==> src/rtl/mau_pkg.sv <==
// Package for the modular arithmetic unit: mode codes, widths, reset modulus.
// No dependencies.
package mau_pkg;
  localparam int unsigned MOD_W_DEF = 31;
  localparam int unsigned OPND_W = 64;
  localparam int unsigned RES_W = 31;
  localparam int unsigned MODE_W = 3;
  localparam logic [63:0] MOD_RESET = 64'd1000000007;

  typedef enum logic [MODE_W-1:0] {
    MODE_REDUCE = 3'd0,
    MODE_ADD    = 3'd1,
    MODE_SUB    = 3'd2,
    MODE_NEG    = 3'd3,
    MODE_MUL    = 3'd4,
    MODE_DIV    = 3'd5,
    MODE_POW    = 3'd6,
    MODE_NONE   = 3'd7
  } mode_t;
endpackage

==> src/rtl/mau_reduce.sv <==
// Bit-serial remainder of a 64-bit magnitude by the modulus, one bit per cycle.
// Depends on mau_pkg.
module mau_reduce #(
  parameter int unsigned MW = mau_pkg::MOD_W_DEF
) (
  input  logic                        clk,
  input  logic                        rst_n,
  input  logic                        start,
  input  logic [mau_pkg::OPND_W-1:0]  mag,
  input  logic [MW-1:0]               m,
  output logic                        done,
  output logic [MW-1:0]               rem
);
  import mau_pkg::*;
  localparam int unsigned CW = $clog2(OPND_W + 1);

  logic [OPND_W-1:0] sh_r, sh_nxt;
  logic [MW-1:0]     rem_r, rem_nxt;
  logic [CW-1:0]     cnt_r, cnt_nxt;
  logic              run_r, run_nxt, done_r, done_nxt;
  logic [MW:0]       dbl;

  always_comb begin
    sh_nxt   = sh_r;
    rem_nxt  = rem_r;
    cnt_nxt  = cnt_r;
    run_nxt  = run_r;
    done_nxt = 1'b0;
    dbl      = {rem_r, sh_r[OPND_W-1]};
    if (start) begin
      sh_nxt  = mag;
      rem_nxt = '0;
      cnt_nxt = CW'(OPND_W);
      run_nxt = 1'b1;
    end else if (run_r) begin
      rem_nxt = (dbl >= {1'b0, m}) ? MW'(dbl - {1'b0, m}) : dbl[MW-1:0];
      sh_nxt  = sh_r << 1;
      cnt_nxt = cnt_r - CW'(1);
      if (cnt_r == CW'(1)) begin
        run_nxt  = 1'b0;
        done_nxt = 1'b1;
      end
    end
  end

  always_ff @(posedge clk) begin
    sh_r  <= sh_nxt;
    rem_r <= rem_nxt;
    if (!rst_n) begin
      run_r  <= 1'b0;
      done_r <= 1'b0;
      cnt_r  <= '0;
    end else begin
      run_r  <= run_nxt;
      done_r <= done_nxt;
      cnt_r  <= cnt_nxt;
    end
  end

  assign done = done_r;
  assign rem  = rem_r;

  a_done_end: assert property (@(posedge clk) disable iff (!rst_n)
    done_r |-> !run_r) else $error("reduce done while running");
  a_rem_rng: assert property (@(posedge clk) disable iff (!rst_n)
    done_r |-> (rem_r < m)) else $error("reduce remainder out of range");
  a_start_run: assert property (@(posedge clk) disable iff (!rst_n)
    start |=> run_r) else $error("reduce did not start");
endmodule

==> src/rtl/mau_mulmod.sv <==
// Bit-serial modular multiply: shift-and-add over the bits of b, one per cycle.
// Depends on mau_pkg.
module mau_mulmod #(
  parameter int unsigned MW = mau_pkg::MOD_W_DEF
) (
  input  logic          clk,
  input  logic          rst_n,
  input  logic          start,
  input  logic [MW-1:0] a,
  input  logic [MW-1:0] b,
  input  logic [MW-1:0] m,
  output logic          done,
  output logic [MW-1:0] prod
);
  import mau_pkg::*;
  localparam int unsigned CW = $clog2(MW + 1);

  logic [MW-1:0] a_r, a_nxt, b_r, b_nxt, acc_r, acc_nxt;
  logic [CW-1:0] cnt_r, cnt_nxt;
  logic          run_r, run_nxt, done_r, done_nxt;
  logic [MW:0]   s_acc, s_dbl;

  always_comb begin
    a_nxt    = a_r;
    b_nxt    = b_r;
    acc_nxt  = acc_r;
    cnt_nxt  = cnt_r;
    run_nxt  = run_r;
    done_nxt = 1'b0;
    s_acc    = {1'b0, acc_r} + {1'b0, a_r};
    s_dbl    = {1'b0, a_r} + {1'b0, a_r};
    if (start) begin
      a_nxt   = a;
      b_nxt   = b;
      acc_nxt = '0;
      cnt_nxt = CW'(MW);
      run_nxt = 1'b1;
    end else if (run_r) begin
      if (b_r[0]) begin
        acc_nxt = (s_acc >= {1'b0, m}) ? MW'(s_acc - {1'b0, m}) : s_acc[MW-1:0];
      end
      a_nxt   = (s_dbl >= {1'b0, m}) ? MW'(s_dbl - {1'b0, m}) : s_dbl[MW-1:0];
      b_nxt   = b_r >> 1;
      cnt_nxt = cnt_r - CW'(1);
      if (cnt_r == CW'(1)) begin
        run_nxt  = 1'b0;
        done_nxt = 1'b1;
      end
    end
  end

  always_ff @(posedge clk) begin
    a_r   <= a_nxt;
    b_r   <= b_nxt;
    acc_r <= acc_nxt;
    if (!rst_n) begin
      run_r  <= 1'b0;
      done_r <= 1'b0;
      cnt_r  <= '0;
    end else begin
      run_r  <= run_nxt;
      done_r <= done_nxt;
      cnt_r  <= cnt_nxt;
    end
  end

  assign done = done_r;
  assign prod = acc_r;

  a_done_end: assert property (@(posedge clk) disable iff (!rst_n)
    done_r |-> !run_r) else $error("mulmod done while running");
  a_start_run: assert property (@(posedge clk) disable iff (!rst_n)
    start |=> run_r) else $error("mulmod did not start");
  a_cnt_zero: assert property (@(posedge clk) disable iff (!rst_n)
    done_r |-> (cnt_r == '0)) else $error("mulmod count left over");
endmodule

==> src/rtl/modular_arithmetic_unit.sv <==
// Top level of the modular arithmetic unit: sequencer over a bit-serial
// reducer and a bit-serial modular multiplier. Depends on mau_pkg,
// mau_reduce and mau_mulmod.
//
// Usage:
//  - Write the modulus on cfg_we/cfg_wdata while idle; reset loads 1000000007.
//    A modulus of zero acts as one. Bits above MODULUS_WIDTH are dropped.
//  - A request is taken when in_start is high and in_busy is low. in_busy
//    stays high until the cycle after the result is shown.
//  - The result appears on out_result for one cycle with out_valid high.
//    The receiver cannot stall; nothing waits on it.
// Sequence: both operands are reduced in turn through the bit-serial
// remainder of their 64-bit magnitudes. Reduce/add/sub/negate then finish
// in the evaluate state and show the result in the output state.
// A multiply runs in the shift-and-add unit, one bit of b at a time.
// Pow runs one or two multiplies per exponent bit, up to 63 bits, so up
// to 125 multiplies; divide runs MODULUS_WIDTH exponent bits plus one
// multiply.
// One request is in flight at a time; no new one is taken until the result is shown.
// Reset returns the sequencer to idle and drops any request in progress.
module modular_arithmetic_unit #(
  parameter int unsigned MODULUS_WIDTH = mau_pkg::MOD_W_DEF
) (
  input  logic                              clk,
  input  logic                              rst_n,
  input  logic                              cfg_we,
  input  logic [mau_pkg::RES_W-1:0]         cfg_wdata,
  input  logic                              in_start,
  output logic                              in_busy,
  input  logic [mau_pkg::MODE_W-1:0]        in_mode,
  input  logic signed [mau_pkg::OPND_W-1:0] in_operand_a,
  input  logic signed [mau_pkg::OPND_W-1:0] in_operand_b,
  output logic                              out_valid,
  output logic [mau_pkg::RES_W-1:0]         out_result
);
  import mau_pkg::*;
  localparam int unsigned MW = MODULUS_WIDTH;
  localparam int unsigned EW = OPND_W;

  typedef enum logic [8:0] {
    S_IDLE  = 9'b000000001,
    S_RED_A = 9'b000000010,
    S_RED_B = 9'b000000100,
    S_EVAL  = 9'b000001000,
    S_PMUL  = 9'b000010000,
    S_PSQR  = 9'b000100000,
    S_FMUL  = 9'b001000000,
    S_WAIT  = 9'b010000000,
    S_OUT   = 9'b100000000
  } state_t;

  state_t        st_r, st_nxt;
  logic [MW-1:0] mod_r;
  logic [MW-1:0] m;
  mode_t         mode_r;
  logic [EW-1:0] b_raw_r;
  logic [MW-1:0] a_r, a_nxt, b_r, b_nxt;
  logic [MW-1:0] acc_r, acc_nxt, base_r, base_nxt, res_r, res_nxt;
  logic [EW-1:0] exp_r, exp_nxt;
  logic          red_start, mul_start, red_done, mul_done;
  logic [EW-1:0] red_mag;
  logic [MW-1:0] red_rem, mul_a, mul_b, mul_p;
  logic          neg_r, neg_nxt;
  logic [MW:0]   sum;
  logic [MW-1:0] one_m, fixed_rem;
  state_t        ret_r, ret_nxt;

  // Modulus register; zero acts as one.
  always_ff @(posedge clk) begin
    if (!rst_n) begin
      mod_r <= MW'(MOD_RESET);
    end else if (cfg_we) begin
      mod_r <= MW'(cfg_wdata);
    end
  end
  assign m     = (mod_r == '0) ? MW'(1) : mod_r;
  assign one_m = (m == MW'(1)) ? '0 : MW'(1);

  mau_reduce #(.MW(MW)) u_red (
    .clk(clk), .rst_n(rst_n), .start(red_start), .mag(red_mag), .m(m),
    .done(red_done), .rem(red_rem)
  );
  mau_mulmod #(.MW(MW)) u_mul (
    .clk(clk), .rst_n(rst_n), .start(mul_start), .a(mul_a), .b(mul_b), .m(m),
    .done(mul_done), .prod(mul_p)
  );

  // Negative inputs: reduce |x|, then m - r when r is nonzero.
  assign fixed_rem = (neg_r && red_rem != '0) ? MW'(m - red_rem) : red_rem;
  assign sum       = {1'b0, a_r} + {1'b0, b_r};

  always_comb begin
    st_nxt    = st_r;
    a_nxt     = a_r;
    b_nxt     = b_r;
    acc_nxt   = acc_r;
    base_nxt  = base_r;
    exp_nxt   = exp_r;
    res_nxt   = res_r;
    neg_nxt   = neg_r;
    ret_nxt   = ret_r;
    red_start = 1'b0;
    red_mag   = '0;
    mul_start = 1'b0;
    mul_a     = acc_r;
    mul_b     = base_r;
    case (st_r)
      S_IDLE: begin
        if (in_start) begin
          red_start = 1'b1;
          red_mag   = in_operand_a[EW-1] ? EW'(-in_operand_a) : in_operand_a;
          neg_nxt   = in_operand_a[EW-1];
          st_nxt    = S_RED_A;
        end
      end
      S_RED_A: begin
        if (red_done) begin
          a_nxt     = fixed_rem;
          red_start = 1'b1;
          red_mag   = b_raw_r[EW-1] ? EW'(-b_raw_r) : b_raw_r;
          neg_nxt   = b_raw_r[EW-1];
          st_nxt    = S_RED_B;
        end
      end
      S_RED_B: begin
        if (red_done) begin
          b_nxt  = fixed_rem;
          st_nxt = S_EVAL;
        end
      end
      S_EVAL: begin
        st_nxt = S_OUT;
        case (mode_r)
          MODE_REDUCE: res_nxt = a_r;
          MODE_ADD: res_nxt = (sum >= {1'b0, m}) ? MW'(sum - {1'b0, m})
                                                 : sum[MW-1:0];
          MODE_SUB: res_nxt = (a_r >= b_r) ? MW'(a_r - b_r) : MW'(sum - {1'b0, b_r}
                                + {1'b0, m} - {1'b0, b_r});
          MODE_NEG: res_nxt = (a_r == '0) ? '0 : MW'(m - a_r);
          MODE_MUL: begin
            mul_start = 1'b1;
            mul_a     = a_r;
            mul_b     = b_r;
            ret_nxt   = S_FMUL;
            st_nxt    = S_WAIT;
          end
          MODE_DIV: begin
            acc_nxt  = one_m;
            base_nxt = b_r;
            exp_nxt  = (m > MW'(2)) ? EW'(m - MW'(2)) : '0;
            st_nxt   = S_PMUL;
          end
          MODE_POW: begin
            acc_nxt  = one_m;
            base_nxt = a_r;
            exp_nxt  = b_raw_r[EW-1] ? '0 : b_raw_r;
            st_nxt   = S_PMUL;
          end
          default: res_nxt = '0;
        endcase
      end
      S_PMUL: begin
        // One exponent bit: multiply acc if set, then square base; zero exp ends.
        if (exp_r == '0) begin
          if (mode_r == MODE_DIV) begin
            mul_start = 1'b1;
            mul_a     = a_r;
            mul_b     = acc_r;
            ret_nxt   = S_FMUL;
            st_nxt    = S_WAIT;
          end else begin
            res_nxt = acc_r;
            st_nxt  = S_OUT;
          end
        end else if (exp_r[0]) begin
          mul_start = 1'b1;
          ret_nxt   = S_PMUL;
          st_nxt    = S_WAIT;
          exp_nxt   = {exp_r[EW-1:1], 1'b0};
        end else begin
          mul_start = 1'b1;
          mul_a     = base_r;
          ret_nxt   = S_PSQR;
          st_nxt    = S_WAIT;
        end
      end
      S_WAIT: begin
        if (mul_done) begin
          st_nxt = ret_r;
          case (ret_r)
            S_PMUL: acc_nxt = mul_p;
            S_PSQR: begin
              base_nxt = mul_p;
              exp_nxt  = exp_r >> 1;
              st_nxt   = S_PMUL;
            end
            S_FMUL: begin
              res_nxt = mul_p;
              st_nxt  = S_OUT;
            end
            default: st_nxt = S_IDLE;
          endcase
        end
      end
      S_PSQR: st_nxt = S_PMUL;
      S_FMUL: st_nxt = S_OUT;
      S_OUT: st_nxt = S_IDLE;
      default: st_nxt = S_IDLE;
    endcase
  end

  always_ff @(posedge clk) begin
    a_r    <= a_nxt;
    b_r    <= b_nxt;
    acc_r  <= acc_nxt;
    base_r <= base_nxt;
    exp_r  <= exp_nxt;
    res_r  <= res_nxt;
    neg_r  <= neg_nxt;
    if (st_r == S_IDLE && in_start) begin
      mode_r  <= mode_t'(in_mode);
      b_raw_r <= in_operand_b;
    end
    if (!rst_n) begin
      st_r  <= S_IDLE;
      ret_r <= S_IDLE;
    end else begin
      st_r  <= st_nxt;
      ret_r <= ret_nxt;
    end
  end

  assign in_busy    = (st_r != S_IDLE);
  assign out_valid  = (st_r == S_OUT);
  assign out_result = RES_W'(res_r);

  a_onehot: assert property (@(posedge clk) disable iff (!rst_n)
    $onehot(st_r)) else $error("state not one-hot");
  a_out_once: assert property (@(posedge clk) disable iff (!rst_n)
    out_valid |=> !out_valid) else $error("result strobe held");
  a_res_rng: assert property (@(posedge clk) disable iff (!rst_n)
    out_valid |-> (res_r < m)) else $error("result out of range");
  a_wait_mul: assert property (@(posedge clk) disable iff (!rst_n)
    mul_start |=> st_r == S_WAIT) else $error("multiply not awaited");
endmodule
==> config.mk <==
export PLATFORM = sky130hd
export DESIGN_NAME = modular_arithmetic_unit
export DESIGN_NICKNAME = d
export VERILOG_FILES = /design/src/rtl/mau_pkg.sv /design/src/rtl/mau_reduce.sv /design/src/rtl/mau_mulmod.sv /design/src/rtl/modular_arithmetic_unit.sv
export SDC_FILE = /design/constraint.sdc
export NUM_CORES = 2
export LEC_CHECK = 0
export BUFFER_PORTS_ARGS = -buffer_cell sky130_fd_sc_hd__buf_2
export CORE_MARGIN = 2
export CORE_UTILIZATION = 40
export DETAILED_ROUTE_END_ITERATION = 12
export GPL_TIMING_DRIVEN = 0
export SYNTH_ARGS = -nofsm -noshare
export SYNTH_HDL_FRONTEND = slang
export SYNTH_HIERARCHICAL = 1
export SYNTH_SLANG_ARGS = --single-unit
==> constraint.sdc <==
create_clock -name clk -period 14.15 [get_ports clk]
set_input_delay 1.415 -clock clk [delete_from_list [all_inputs] [get_ports clk]]
set_output_delay 1.415 -clock clk [all_outputs]
set_load 0.05 [all_outputs]
# Yosys cells after proc, flatten, opt, wreduce, memory -nomap -nowiden
# Cells that the tools add are included.
dict set report word_totals {
  elab_cells 205
  register_bits 540
  in_bits 166
  output_inout_bits 33
}
dict set report classes {
  addsub 18
  magnitude_cmp 6
  eq_ne 37
  bitwise 4
  n_mux 86
  n_reduce_logical 29
}
# operator count
set ops {}
lappend ops {{31-bit 2-to-1 mux} 28}
lappend ops {{64-bit 2-to-1 mux} 9}
lappend ops {{31-bit case mux with 2 select lines} 5}
lappend ops {{31-bit subtractor} 9}
lappend ops {{64-bit case mux with 2 select lines} 2}
lappend ops {{64-bit case mux with 3 select lines} 1}
lappend ops {{31-bit case mux with 5 select lines} 1}
lappend ops {{32-bit by 31-bit >= comparator with 1-bit output} 4}
lappend ops {{64-bit negation} 2}
lappend ops {{31-bit by 31-bit adder with 32-bit output} 3}
lappend ops {{31-bit case mux with 3 select lines} 1}
lappend ops {{9-bit 2-to-1 mux} 9}
lappend ops {{9-bit case mux with 8 select lines} 1}
lappend ops {{64-bit logical NOT} 1}
lappend ops {{63-bit 2-to-1 mux} 1}
lappend ops {{31-bit logical NOT} 2}
lappend ops {{9-bit case mux with 2 select lines} 2}
lappend ops {{31-bit by 2-bit subtractor with 32-bit output (second input constant)} 1}
lappend ops {{31-bit adder} 1}
lappend ops {{31-bit by 1-bit equality test with 1-bit output (second input constant)} 1}
lappend ops {{31-bit >= comparator} 1}
lappend ops {{31-bit by 2-bit > comparator with 1-bit output (second input constant)} 1}
lappend ops {{31-bit nonzero test} 1}
lappend ops {{9-bit case mux with 3 select lines} 1}
lappend ops {{38 further kinds} 92}

# Depth between registers and ports, before layout
dict set report depth {
  depth_word 7
  depth_mapped 26
  mapped_depth_nobuf 25
}

# By module
# Netlist, hierarchy kept.
# mod cells_per_inst seq_area_each_um2 area_each_um2 n_inst
set modules_own_cells {}
lappend modules_own_cells {modular_arithmetic_unit 3517 9499.1 30150.2 1}
lappend modules_own_cells {mau_mulmod 1160 2622.5 9683.0 1}
lappend modules_own_cells {mau_reduce 599 2722.6 6157.2 1}

# Worst setup path before layout
# OpenSTA, ideal clock, no wires.
dict set report synth_timing {
  path_type {reg2reg}
  from {register, netlist name a_r[2]}
  to {register res_r[1] (netlist: out_result[1]) (data pin)}
  path_stages_with_launch 25
  setup_slack_ns 8.431
  arrival_ns 5.458
  n_path_buf 3
  synth_period_minus_slack_ns 5.719
  cell_sequence {edfxtp_1 > ha_1 > buf_4 > nor3b_1 > o311ai_1 > a31oi_1 > o311ai_4 > nand2b_1 > a211o_1 > mux2_1 > nor4_2 > inv_1 > ha_1 > buf_2 > a21o_1 > a2bb2oi_1 > a2111oi_0 > a2111oi_0 > a21o_1 > a21oi_1 > or3_1 > buf_6 > mux2_4 > o211ai_2 > a221o_1}
}
# element line_no
set synth_rtl {}
lappend synth_rtl {{end signal: assignment} modular_arithmetic_unit.sv:218} ;# res_r <= res_nxt;
lappend synth_rtl {{end: declaration} modular_arithmetic_unit.sv:58} ;# logic [MW-1:0] acc_r, acc_nxt, base_r, base_nxt, res_r, res_nxt;

# Final worst setup path
dict set report layout_timing {
  from {register mod_r[30]}
  to {register res_r[30] (netlist: out_result[30]) (data pin)}
}
dict set report layout_between {
  elab_chain_len 7
}
# element line_no
set layout_rtl {}
lappend layout_rtl {{start: declaration} modular_arithmetic_unit.sv:53} ;# logic [MW-1:0] mod_r;
lappend layout_rtl {{start signal: assignment} modular_arithmetic_unit.sv:71} ;# mod_r <= MW'(MOD_RESET);
lappend layout_rtl {{start signal: assignment} modular_arithmetic_unit.sv:73} ;# mod_r <= MW'(cfg_wdata);
lappend layout_rtl {{31-bit logical NOT *} modular_arithmetic_unit.sv:76} ;# assign m = (mod_r == '0) ? MW'(1) : mod_r;
lappend layout_rtl {{31-bit 2-to-1 mux *} modular_arithmetic_unit.sv:76}
lappend layout_rtl {{via m[0]} modular_arithmetic_unit.sv:54} ;# logic [MW-1:0] m;
lappend layout_rtl {{31-bit adder} modular_arithmetic_unit.sv:138} ;# + {1'b0, m} - {1'b0, b_r});
lappend layout_rtl {{31-bit subtractor} modular_arithmetic_unit.sv:138}
lappend layout_rtl {{31-bit 2-to-1 mux} modular_arithmetic_unit.sv:137} ;# MODE_SUB: res_nxt = (a_r >= b_r) ? MW'(a_r - b_r) : MW'(sum - {1'b0, b_r}
lappend layout_rtl {{31-bit case mux with 5 select lines *} modular_arithmetic_unit.sv:133} ;# case (mode_r)
lappend layout_rtl {{31-bit case mux with 3 select lines *} modular_arithmetic_unit.sv:107} ;# case (st_r)
lappend layout_rtl {{via res_nxt[30]} modular_arithmetic_unit.sv:58}
# Mark *: on every way through the listed nets, which the timed path passes. The rest lies on a longest branch.
# A chain may end at the register's enable or synchronous reset.

==> results_dict.tcl <==
set metrics [dict create \
    grt-ovfl-total 0 \
    timing.final.ws_setup_ps 6609 \
    peakVddDrop_v 0.0001015 \
    seq_area_frac_synth_pct 32.28 \
    highest_layer "met5" \
    cp.required_ps 14580 \
    stdcell_area_sq_um 51260 \
    yosysWarnings 6 \
    dr_wl_met3_microns 20840 \
    clkTransAtPathRegs_ps 60 \
    first_global_vias 40797 \
    grt_first_pass_wirelength_microns 270900 \
    met1_length_microns 78550 \
    max-clock-path-buffers 3 \
    clk_latency_ps 690 \
    dpl.cell_count 6994 \
    seqPwrFrac_pct 39.2 \
    ant_nets 0 \
    place.gp.congestion 1.025 \
    clock_sinks 535 \
    route.detailed.drc 0 \
    setup_tns_ps 0 \
    post_cts_resized 0 \
    wl_met2_microns 79990 \
    critPathBufInv 3 \
    die_h_microns 343.1 \
    start_kind "flip-flop" \
    crit_path_frequent_cell "nor2_1" \
    leakagePower_nw 20.38 \
    synth_top_area_share_pct 26.97 \
    post_cts_buffers 0 \
    io_buffers 196 \
    fin_crit_sh_pct 53.30 \
    critPathArrivalTime_ps 7970 \
    outcome "complete, but fails checks" \
    sw_frac_of_total_pct 32.66 \
    dieArea_sq_um 117700 \
    violations "capacitance limit, slew limit" \
    vias_per_cell 6.224 \
    finalSetupViolations 0 \
    finalNetCount 6067 \
    first_pass_iters 9 \
    clockRootBuffer "clkbuf_16" \
    hold_path_class "flip-flop to flip-flop" \
    drt_iter0_drc 6074 \
    syn_area_sq_um 45990 \
    rows 124 \
    syn_to_final_growth_pct 11.47 \
    placed_cell_area_sq_um 49120 \
    cts_tree "done" \
    ys_ff_latch 535 \
    finalHoldViolations 0 \
    synthFlopType "edfxtp_1" \
    die_x_microns 343.1 \
    clkPwrFrac_pct 36.8 \
    slew_headroom_pct -2.875 \
    cpMaxStageDelayCell "clkbuf_1" \
    netlist_instances 5276 \
    yosys.area.top_type "edfxtp_1" \
    synth_common_cells "nand2_1 (478), edfxtp_1 (413), nor2_1 (385)" \
    rsz0062_at_grt "false" \
    power_mw 4.701 \
    dp_slack_ps 6875 \
    fin_util_pct 44.89 \
    ioPinCount 199 \
    worst_pin_slew_ps 1543 \
    htreeDepth 2 \
    synth-edff-count 413 \
    initial_utilization_pct 40.28 \
    switchingPower_mw 1.535 \
    yosysMostFrequentCell "nand2_1" \
    cap_violations 2 \
    antenna_found_initial 10 \
    internal_power_mw 3.166 \
    path_max_fanout 8 \
    clock.fmax_mhz 132.6 \
    cts-buffers-inserted 61 \
    core_sq_um 114200 \
    dp_hpwl_microns 150200 \
    layout-drive-gt1-share_pct 9.560 \
    finalNonFillerCells 7113 \
    skew_ps 25.54 \
    grt_max_degree 69 \
    synth.avg_cell_area_sq_um 8.717 \
    drv_slew 9 \
    period_needed_ps 7541 \
    power_density_nw_per_um2 91.69 \
    synth_cell_types 117 \
    slowest_delay_ps 1110 \
    hold_buffers 0 \
    p_comb_share_pct 24.0 \
    endpoint_kind "flip-flop" \
    fin_hold_ws_ps 493.5 \
    yosys-top-cells-area "edfxtp_1 (27%), ha_1 (8.6%), dfxtp_1 (5.3%)" \
    num_vias 44271 \
    routedWlPerCell_microns 26.66 \
    path_cells "clkbuf_1, nor3_1, nand3_1, nor2_1, nor2_1, inv_1, fa_1, ha_1, inv_1, fa_1, nand2b_1, a21oi_1, o41ai_1, a21oi_1, a31oi_1, o41ai_1, a31oi_1, xnor2_1, nor2_1, a211o_1" \
    path_class "flip-flop to flip-flop" \
    cp_top_family "compound AO/OA/AOI/OAI gates" \
    synthArstFlopShare_pct 0 \
    routed_wirelength_microns 189600 \
    grtUsageTotal_pct 31.07 \
]
power by group through the flow:
| stage | logic [mW] | registers (mW) | clock network [mW] |
|---|---|---|---|
| floorplan | 0.771 | 1.83 | 0 |
| global placement | 1.09 | 1.87 | 0 |
| detailed placement | 1.09 | 1.87 | 0 |
| CTS | 1.10 | 1.84 | 1.74 |
| global route | 1.22 | 1.84 | 1.80 |
| finish | 1.13 | 1.84 | 1.73 |
per-layer routing:
| layer | track usage, % | vias to the layer above |
|---|---|---|
| li1 | - | 20128 |
| met1 | 42.69 | 21225 |
| met2 | 46.46 | 2522 |
| met3 | 6.483 | 390 |
| met4 | 14.82 | 6 |
| met5 | 0 | - |
cell type report:
cell class	count	area, sq um
antenna	5	12.51
buffer	285	1217
clock buffer	69	1567
clock inverter	45	568.0
fill	11268	62930
inverter	341	1282
multi-input combinational	4116	28730
sequential	535	14840
tap	1512	1892
timing repair buffer	205	1154
tightest hold or removal path, stage by stage, from the launching register on:
cell and delay [ps]:
dfxtp_1 340, nand2_1 60, nand2_1 50
cells by family after synthesis:
logic type | after synthesis | share of synthesized area [%]
AO/OA/AOI/OAI | 1671 | 24.41
AND/OR/NAND/NOR | 1512 | 15.86
buffers and inverters | 626 | 5.430
flip-flops | 535 | 32.28
XOR/XNOR | 408 | 7.770
adder cells (fa/ha/maj) | 356 | 10.32
multiplexers | 167 | 3.923
other | 1 | 0.008154
cells in the final DEF (no fill, tap or decap), drive strengths merged, types with 46 or more instances in the layout:
master  count
a22oi     104
o21bai     46
a221o      46
edfxtp    413
or3        48
nand4      64
xor2      205
dfxtp     122
o22ai      86
nor3       95
inv       345
nor4       64
a31oi      74
and2       56
o21ai     343
o211ai     50
a21oi     347
mux2      103
a21o      164
mux2i      64
nand3      83
a211oi     66
clkbuf    298
nand2     480
buf       261
o31ai      57
xnor2     203
nand2b     48
nor2      387
ha        317
flip-flops by register name, indices dropped and copies added (netlist names), 5 cells and up:
register	cells
u_mul/b_r	31
u_red/rem	31
b_r	31
st_r	9
b_raw_r	64
u_mul/cnt_r	5
out_result	31
a_r	31
u_mul/a_r	31
mod_r	31
u_red/sh_r	64
acc_r	31
base_r	31
exp_r	64
u_mul/prod	31
u_red/cnt_r	7
path summary, 6_finish.rpt:
path | startpoint | end | slack [ps] | depth (start not counted)
max | mod_r[30] | out_result[30] | 6610 | 20
min | ret_r[0] | ret_r[0] | 490 | 2
max reg2reg | mod_r[30] | out_result[30] | 6610 | 20
min reg2reg | ret_r[0] | ret_r[0] | 490 | 2
(Power assumes the default switching activity.)
